===== config.mk =====
export PLATFORM = sky130hd
export DESIGN_NAME = edfq_slots
export DESIGN_NICKNAME = d
export VERILOG_FILES = /design/src/hw/rtl/epoch_deferred_free_queue_assert.svh /design/src/hw/rtl/edfq_pkg.sv /design/src/hw/rtl/edfq_slots.sv
export SDC_FILE = /design/constraint.sdc
export NUM_CORES = 1
export LEC_CHECK = 0
export BUFFER_PORTS_ARGS = -buffer_cell sky130_fd_sc_hd__buf_2
export CAP_MARGIN = 20
export CORE_MARGIN = 2
export CORE_UTILIZATION = 30
export DETAILED_ROUTE_END_ITERATION = 8
export GPL_TIMING_DRIVEN = 0
export PLACE_DENSITY = 0.58
export SLEW_MARGIN = 15
export SYNTH_ARGS = -nofsm -noshare
export SYNTH_HDL_FRONTEND = slang
export SYNTH_SLANG_ARGS = --single-unit

===== constraint.sdc =====
create_clock -name clk -period 3.5 [get_ports clk]
set_clock_uncertainty 0.1 [all_clocks]
set_input_delay 0.175 -clock clk [delete_from_list [all_inputs] [get_ports clk]]
set_output_delay 0.175 -clock clk [all_outputs]
set_load 0.01 [all_outputs]

===== src/hw/rtl/epoch_deferred_free_queue_assert.svh =====
// ------------------------------------------------------------------------
// epoch deferred free queue assertion macros
// clocked on clk, disabled while rst_n is low
// ------------------------------------------------------------------------
`ifndef EPOCH_DEFERRED_FREE_QUEUE_ASSERT_SVH
`define EPOCH_DEFERRED_FREE_QUEUE_ASSERT_SVH

`ifndef SYNTHESIS

`define EDFQ_ASSERT(label, prop, msg) \
    label: assert property (@(posedge clk) disable iff (!rst_n) prop) else $error(msg);

`define EDFQ_ASSERT_NEXT(label, pre, post, msg) \
    label: assert property (@(posedge clk) disable iff (!rst_n) (pre) |=> (post)) \
        else $error(msg);

`else

`define EDFQ_ASSERT(label, prop, msg)

`define EDFQ_ASSERT_NEXT(label, pre, post, msg)

`endif

`endif


===== src/hw/rtl/edfq_pkg.sv =====
// ------------------------------------------------------------------------
// edfq_pkg
// shared constants, opcodes and interface types of the deferred free queue
// ------------------------------------------------------------------------
package edfq_pkg;

    localparam int QUEUE_DEPTH   = 64;
    localparam int READER_SLOTS  = 8;
    localparam int EPOCH_BITS    = 32;

    localparam int IDX_BITS      = $clog2(QUEUE_DEPTH);
    localparam int CNT_BITS      = $clog2(QUEUE_DEPTH + 1);
    localparam int SLOT_IDX_BITS = (READER_SLOTS > 1) ? $clog2(READER_SLOTS) : 1;

    localparam int ADDR_BITS     = 48;
    localparam int OP_BITS       = 3;
    localparam int SLOT_BITS     = 3;
    localparam int THR_BITS      = 7;
    localparam int TICK_BITS     = 32;
    localparam int COUNT_BITS    = 7;

    localparam int S_TDATA_BITS  = 56;
    localparam int M_TDATA_BITS  = 56;

    localparam int CFG_INDEX_BITS = 4;
    localparam int CFG_DATA_BITS  = 32;

    localparam logic [CFG_INDEX_BITS-1:0] CFG_THRESHOLD = CFG_INDEX_BITS'(0);
    localparam logic [CFG_INDEX_BITS-1:0] CFG_INTERVAL  = CFG_INDEX_BITS'(1);

    localparam logic [THR_BITS-1:0]   THR_RESET   = THR_BITS'(16);
    localparam logic [EPOCH_BITS-1:0] EPOCH_RESET = EPOCH_BITS'(1);

    typedef enum logic [OP_BITS-1:0] {
        OP_RETIRE  = 3'd0,
        OP_ADVANCE = 3'd1,
        OP_TICK    = 3'd2,
        OP_READER  = 3'd3,
        OP_CLEAR   = 3'd4,
        OP_RECLAIM = 3'd5
    } op_t;

    typedef struct packed {
        logic                 start;
        logic                 set_en;
        logic [SLOT_BITS-1:0] set_slot;
        logic                 set_active;
    } slot_req_t;

    typedef struct packed {
        logic                  done;
        logic                  positive;
        logic [EPOCH_BITS-1:0] bound;
    } min_res_t;

endpackage


===== src/hw/rtl/edfq_slots.sv =====
// ------------------------------------------------------------------------
// edfq_slots
// reader slot table and a one-slot-per-cycle minimum epoch scanner
// ------------------------------------------------------------------------
module edfq_slots (
    input  logic                            clk,
    input  logic                            rst_n,
    input  edfq_pkg::slot_req_t             req,
    input  logic [edfq_pkg::EPOCH_BITS-1:0] global_epoch,
    output edfq_pkg::min_res_t              res
);
    import edfq_pkg::*;

    localparam logic [SLOT_IDX_BITS-1:0] LAST_IDX = SLOT_IDX_BITS'(READER_SLOTS - 1);

    logic [READER_SLOTS-1:0]  active_reg, active_next;
    logic [EPOCH_BITS-1:0]    slot_epoch_reg [READER_SLOTS];
    logic                     busy_reg, busy_next;
    logic                     done_reg, done_next;
    logic                     any_reg, any_next;
    logic [SLOT_IDX_BITS-1:0] idx_reg, idx_next;
    logic [EPOCH_BITS-1:0]    low_reg, low_next;
    logic [SLOT_IDX_BITS-1:0] set_idx;
    logic                     set_hit;
    logic                     cur_active;
    logic [EPOCH_BITS-1:0]    cur_epoch;
    logic                     take;

    always_comb
    begin
        set_idx    = SLOT_IDX_BITS'(req.set_slot);
        set_hit    = req.set_en && (int'(req.set_slot) < READER_SLOTS);
        cur_active = active_reg[idx_reg];
        cur_epoch  = slot_epoch_reg[idx_reg];
        take       = cur_active && (!any_reg || (cur_epoch < low_reg));

        active_next = active_reg;
        if (set_hit)
        begin
            active_next[set_idx] = req.set_active;
        end

        busy_next = busy_reg;
        done_next = 1'b0;
        any_next  = any_reg;
        idx_next  = idx_reg;
        low_next  = low_reg;

        if (req.start)
        begin
            busy_next = 1'b1;
            any_next  = 1'b0;
            idx_next  = '0;
            low_next  = global_epoch;
        end
        else if (busy_reg)
        begin
            if (take)
            begin
                low_next = cur_epoch;
                any_next = 1'b1;
            end
            if (idx_reg == LAST_IDX)
            begin
                busy_next = 1'b0;
                done_next = 1'b1;
            end
            else
            begin
                idx_next = idx_reg + 1'b1;
            end
        end
    end

    always_ff @(posedge clk or negedge rst_n)
    begin
        if (!rst_n)
        begin
            active_reg <= '0;
            busy_reg   <= 1'b0;
            done_reg   <= 1'b0;
            any_reg    <= 1'b0;
            idx_reg    <= '0;
            low_reg    <= '0;
        end
        else
        begin
            active_reg <= active_next;
            busy_reg   <= busy_next;
            done_reg   <= done_next;
            any_reg    <= any_next;
            idx_reg    <= idx_next;
            low_reg    <= low_next;
        end
    end

    // slot epochs only matter behind an active bit
    always_ff @(posedge clk)
    begin
        if (set_hit && req.set_active)
        begin
            slot_epoch_reg[set_idx] <= global_epoch;
        end
    end

    assign res.done     = done_reg;
    assign res.positive = (low_reg >= EPOCH_BITS'(2));
    assign res.bound    = low_reg - EPOCH_BITS'(1);

endmodule


# After elaboration in Yosys (flattened, before gate mapping)
# Memory sizes are Yosys's and may differ from the RTL's.
# Cells that the tools add are included.
[word_totals]
reg_bits = 46
input_bits = 40
wordCells = 47
romBits = 0
ram_bits = 256
latchBits = 0
n_memories = 1
[op_classes]
eq_ne = 2
shift = 0
n_addsub = 2
bitwise_logic = 0
n_mux = 22
reduce_logical = 9
n_lt_le_gt_ge = 5
div = 0
n_mul = 0
[mem_list]
columns = ["memory", "depth", "width", "read_ports", "rd_clocked_by_memory_dff", "write_ports", "line_no", "rtl"]
rows = [
  ["slot_epoch_reg", 8, 32, 1, 0, 1, "edfq_slots.sv:17", "logic [EPOCH_BITS-1:0] slot_epoch_reg [READER_SLOTS];"],
]
[ops]
columns = ["operator", "n"]
rows = [
  ["2-to-1 mux 32 bit", 3],
  [">= comparator 32 x 2 -> 1 bit, second input constant", 1],
  ["< comparator 32 bit", 1],
  ["subtractor 32 x 1 -> 32 bit, second input constant", 1],
  ["2-to-1 mux 1 bit", 13],
  ["2-to-1 mux 3 bit", 3],
  ["bitwise mux 8 bit", 1],
  ["< comparator 3 x 4 -> 1 bit, second input constant", 2],
  ["AND reduction 2 bit", 2],
  ["nonzero test 2 bit", 2],
  ["adder 3 x 1 -> 3 bit, second input constant", 1],
  ["binary-select mux 1 bit (select 3 bit)", 1],
  ["demux 1 bit (select 3 bit)", 1],
  ["== test 3 bit, second input constant", 1],
  [">= comparator 3 x 1 -> 1 bit, second input constant", 1],
  ["logical AND 1 bit", 3],
  ["!= test 2 bit, second input constant", 1],
  ["zero test 1 bit", 1],
  ["logical OR 1 bit", 1],
]

# Depth between registers and ports, before layout
# An unclocked memory read counts as a cell.
[depth]
word_depth = 7
depth_mapped = 12
mapped_depth_nobuf = 9

# Worst setup path after synthesis
# No wires, ideal clock.
[synth_timing]
path_type = "reg-to-reg"
start = "reg idx_reg[1]"
end = "reg low_reg[0]"
synth_period_minus_slack_ns = 3.735
slack_ns = -0.235
t_required_ns = 3.321
path_buffers = 3
t_arrival_ns = 3.556
path_stages_with_launch = 13
cell_sequence = "dfrtp_1 buf_2 buf_2 mux4_2 mux2_2 ha_1 a21o_1 a211o_1 a211o_1 o2bb2ai_1 o21ai_4 buf_12 mux2i_1"
[synth_via]
elab_chain_len = 6
elab_cells_between_ends = 11
classes_between = "order compare: 1; mux: 5; reduce/logical: 4; memory: 1"
[synth_rtl]
columns = ["element", "line_no", "rtl"]
rows = [
  ["start, declared", "edfq_slots.sv:21", "logic [SLOT_IDX_BITS-1:0] idx_reg, idx_next;"],
  ["start signal, assigned", "edfq_slots.sv:92", "idx_reg <= idx_next;"],
  ["memory (8 x 32 bit)", "--", ""],
  ["< comparator 32 bit", "edfq_slots.sv:35", "take = cur_active && (!any_reg || (cur_epoch < low_reg));"],
  ["logical OR 1 bit", "edfq_slots.sv:35", ""],
  ["logical AND 1 bit", "edfq_slots.sv:35", ""],
  ["nonzero test 2 bit (no source line)", "--", ""],
  ["AND reduction 2 bit (no source line)", "--", ""],
  ["end signal, assigned", "edfq_slots.sv:93", "low_reg <= low_next;"],
  ["end, declared", "edfq_slots.sv:22", "logic [EPOCH_BITS-1:0] low_reg, low_next;"],
]
# Parallel ways exist; a longest one is shown, timed or not. The select of a mux whose other input is x is not followed.
# A chain may end at the register's enable or synchronous reset.

# Worst setup path in the final report
[layout_timing]
start = "reg idx_reg[1]"
end = "reg low_reg[6]"
# Same word-level chain as after synthesis.

==> flow_summary.yaml <==
status:
  violations: "negative setup slack"
  status: "complete, but fails checks"
cts:
  htree_levels: 1
  cts_inserted_buffers: 30
  cts_tree: "built"
  clock_sinks: 302
  insertion_delay_ns: 0.57
  cts.reportedPaths.clkPinSlew_ns: 0.07
  clockBufferDepth: 3
  root_buffer: "clkbuf_16"
run:
  drv_cap: 0
global_route:
  track_usage_pct: 13.9
  grt_first_pass_wirelength_um: 47100
  grt-ovfl-total: 0
  antenna_found_initial: 1
  grt_max_degree: 47
  grt_pass1_vias: 7564
placement:
  dp_hpwl_um: 21700
  place_congestion: 0.807
  dp.cells: 1409
  dpl_cell_area_mm2: 0.0146
  io_buffers: 73
finish:
  final_cell_mix: "edfxtp_1 (256), buf_2 (74), mux2i_1 (67)"
  fin_area_mm2: 0.0166
  area_delta_synth_final_pct: 26.5
  drive_above_1_share_pct: 33.5
  final_cells: 1531
  utilization_pct: 38.6
  nFillCells: 4029
  largest_reg_flops: 256
  final_common_cell: "edfxtp_1"
  nets: 996
worst_setup_path:
  critical_path_class: "register to register"
  worstPathRequired_ns: 3.87
  worstSetupStartpointType: "register"
  arrival_ns: 4.06
  worst-path-max-fanout: 7
  critPathLaunch: "idx_reg[1]$_DFFE_PN0P_"
  timing.rr.start: "idx_reg[1]$_DFFE_PN0P_"
  end_kind: "register"
logic_synthesis:
  synth_warnings: 0
  synth.yosys.seq_area_share_pct: 67.1
  yosysUniqueCellTypes: 46
  synth.cell_area_mm2: 0.0132
  yosys.area.top_type: "edfxtp_1"
  syn-num-nets: 809
  synth_area_leaders: "edfxtp_1 (58%), mux4_2 (11%), dfrtp_1 (8.7%)"
  synth-seq-cells: 302
  syn_inst: 734
  avgSynthCellArea_um2: 17.9
  synth_top_area_share_pct: 58.4
hold_path:
  hold_class: "primary input to asynchronous set/reset pin"
route:
  ant_nets: 0
  vias: 7276
  drc_errors: 0
  totalWireLength_um: 31600
  first_pass_iters: 4
  wl_per_cell_um: 20.7
  drt-initial-drc-count: 517
  viasPerCell: 4.75
floorplan:
  die_w_um: 213
  core.rowCount: 76
  core-area_mm2: 0.0432
  dieArea_mm2: 0.0456
  fp.dieH_um: 213
  ios: 74
  start_util_pct: 30.5
power:
  vdd_ir_drop_max_uv: 307
  finalPower_w: 0.00989
  leakagePower_nw: 5.98
  power_density_mw_per_mm2: 594
timing:
  finalMaxSlewViolations: 0
  setup_viol: 32
  hold_violations: 0
  tightest_slew_ns: 0.877
  setup-tns-final_ns: -5.19
  max_clock_freq_ghz: 0.271
  finalCriticalPeriod_ns: 3.69
  fin_ws_ns: -0.189
  grt_setup_unrepaired: "yes"
  period_share_pct: 105
  slew_headroom_pct: 41.5
cell families (layout without fill, tap and decap cells):
family	after synthesis	in the layout	synth area share, %
AO/OA/AOI/OAI	48	48	2.44
XOR/XNOR	28	28	1.86
adder cells (fa/ha/maj)	35	35	3.33
buffers and inverters	62	273	2.24
flip-flops	302	302	67.1
multiplexers	165	165	19.2
other	0	1	0
AND/OR/NAND/NOR	94	94	3.82
per-stage QoR:
step           setup slack [ns]  hold WS (ns)
4_1_cts                  -0.184        0.0527
6_report                 -0.189         0.105
2_1_floorplan           0.00903        -0.221
3_3_place_gp              -2.47         0.365
5_1_grt                  -0.295         0.161
3_5_place_dp              -1.26         0.163
cell usage after synthesis (all sizes together):
cell type and count:
buf 13, o2bb2ai 1, xor2 2, a2111oi 1
mux4 66, or3 1, nor2b 1, a211o 3
nand4 8, or4 3, nand3 5, nor3 14
a211oi 5, ha 35, nand2 13, a21oi 5
nand4b 1, nand2b 8, nand3b 1, mux2 32
dfrtp 46, o2111ai 2, inv 35, o21ai 21
nor2 32, nor4b 1, o21a 2, nor4 5
o31ai 4, edfxtp 256, and2 1, xnor2 26
mux2i 67, a2111o 1, a21o 1, o41ai 1
o221ai 1, clkbuf 14
metal layers:
metal	part of all wire [%]	wire length, um	global-route usage [%]
met2	47	14900	22.5
met5	0	0	0
met4	1.4	442	2.16
met3	3.9	1240	2.21
met1	48	15000	20.1
final cells by class:
type	count	area (um^2)	share of cell area [%]
repair buffers	155	1320	7.90
well taps	585	732	4.40
clock buffers	30	751	4.51
flip-flops and latches	302	8840	53.1
inverters	35	131	0.789
multi-input cells	370	4230	25.4
diodes	1	2.50	0.0150
plain buffers	27	324	1.95
clock inverters	26	317	1.90
timing repair:
item                                    4_1_cts  5_1_grt
setup buffers                                10       13
pin swaps                                     5       15
gates cloned                                  0        2
hold buffers                                 40        0
hold endpoints to repair                    345        0
resized for setup                            46       26
endpoints found under the setup margin       34       40
path summary, 6_finish.rpt:
check                                            endpoint  slack [ns]  cells past startpoint
worst max-delay path               low_reg[6]$_DFFE_PN0P_       -0.19                     14
worst max register to register     low_reg[6]$_DFFE_PN0P_       -0.19                     14
min in group clk                active_reg[7]$_DFFE_PN0P_        0.14                      3
worst min register to register        any_reg$_DFFE_PN0P_        0.42                      2
max in group asynchronous          idx_reg[1]$_DFFE_PN0P_        2.68                      2
worst min-delay path                   done_reg$_DFF_PN0_        0.11                      2
power breakdown:
| group | switching, W | internal, W | leakage (nW) |
|---|---|---|---|
| clock network | 0.00143 | 0.00202 | 0.505 |
| registers | 0.000157 | 0.00411 | 2.86 |
| logic | 0.00115 | 0.00101 | 2.62 |
worst max-delay path, cell delays in order, from the launching register on:
cell and delay (ns):
dfrtp_2 0.40, buf_12 0.16, buf_8 0.13, clkbuf_16 0.14, mux4_2 0.50, mux2_4 0.31
ha_4 0.27, nand4_1 0.18, nor4_4 0.45, o2111ai_2 0.19, o2bb2ai_2 0.22, o21ai_4 0.08
buf_6 0.15, buf_12 0.13, mux2i_1 0.17
Note: power is estimated with default switching activity, not from simulation.
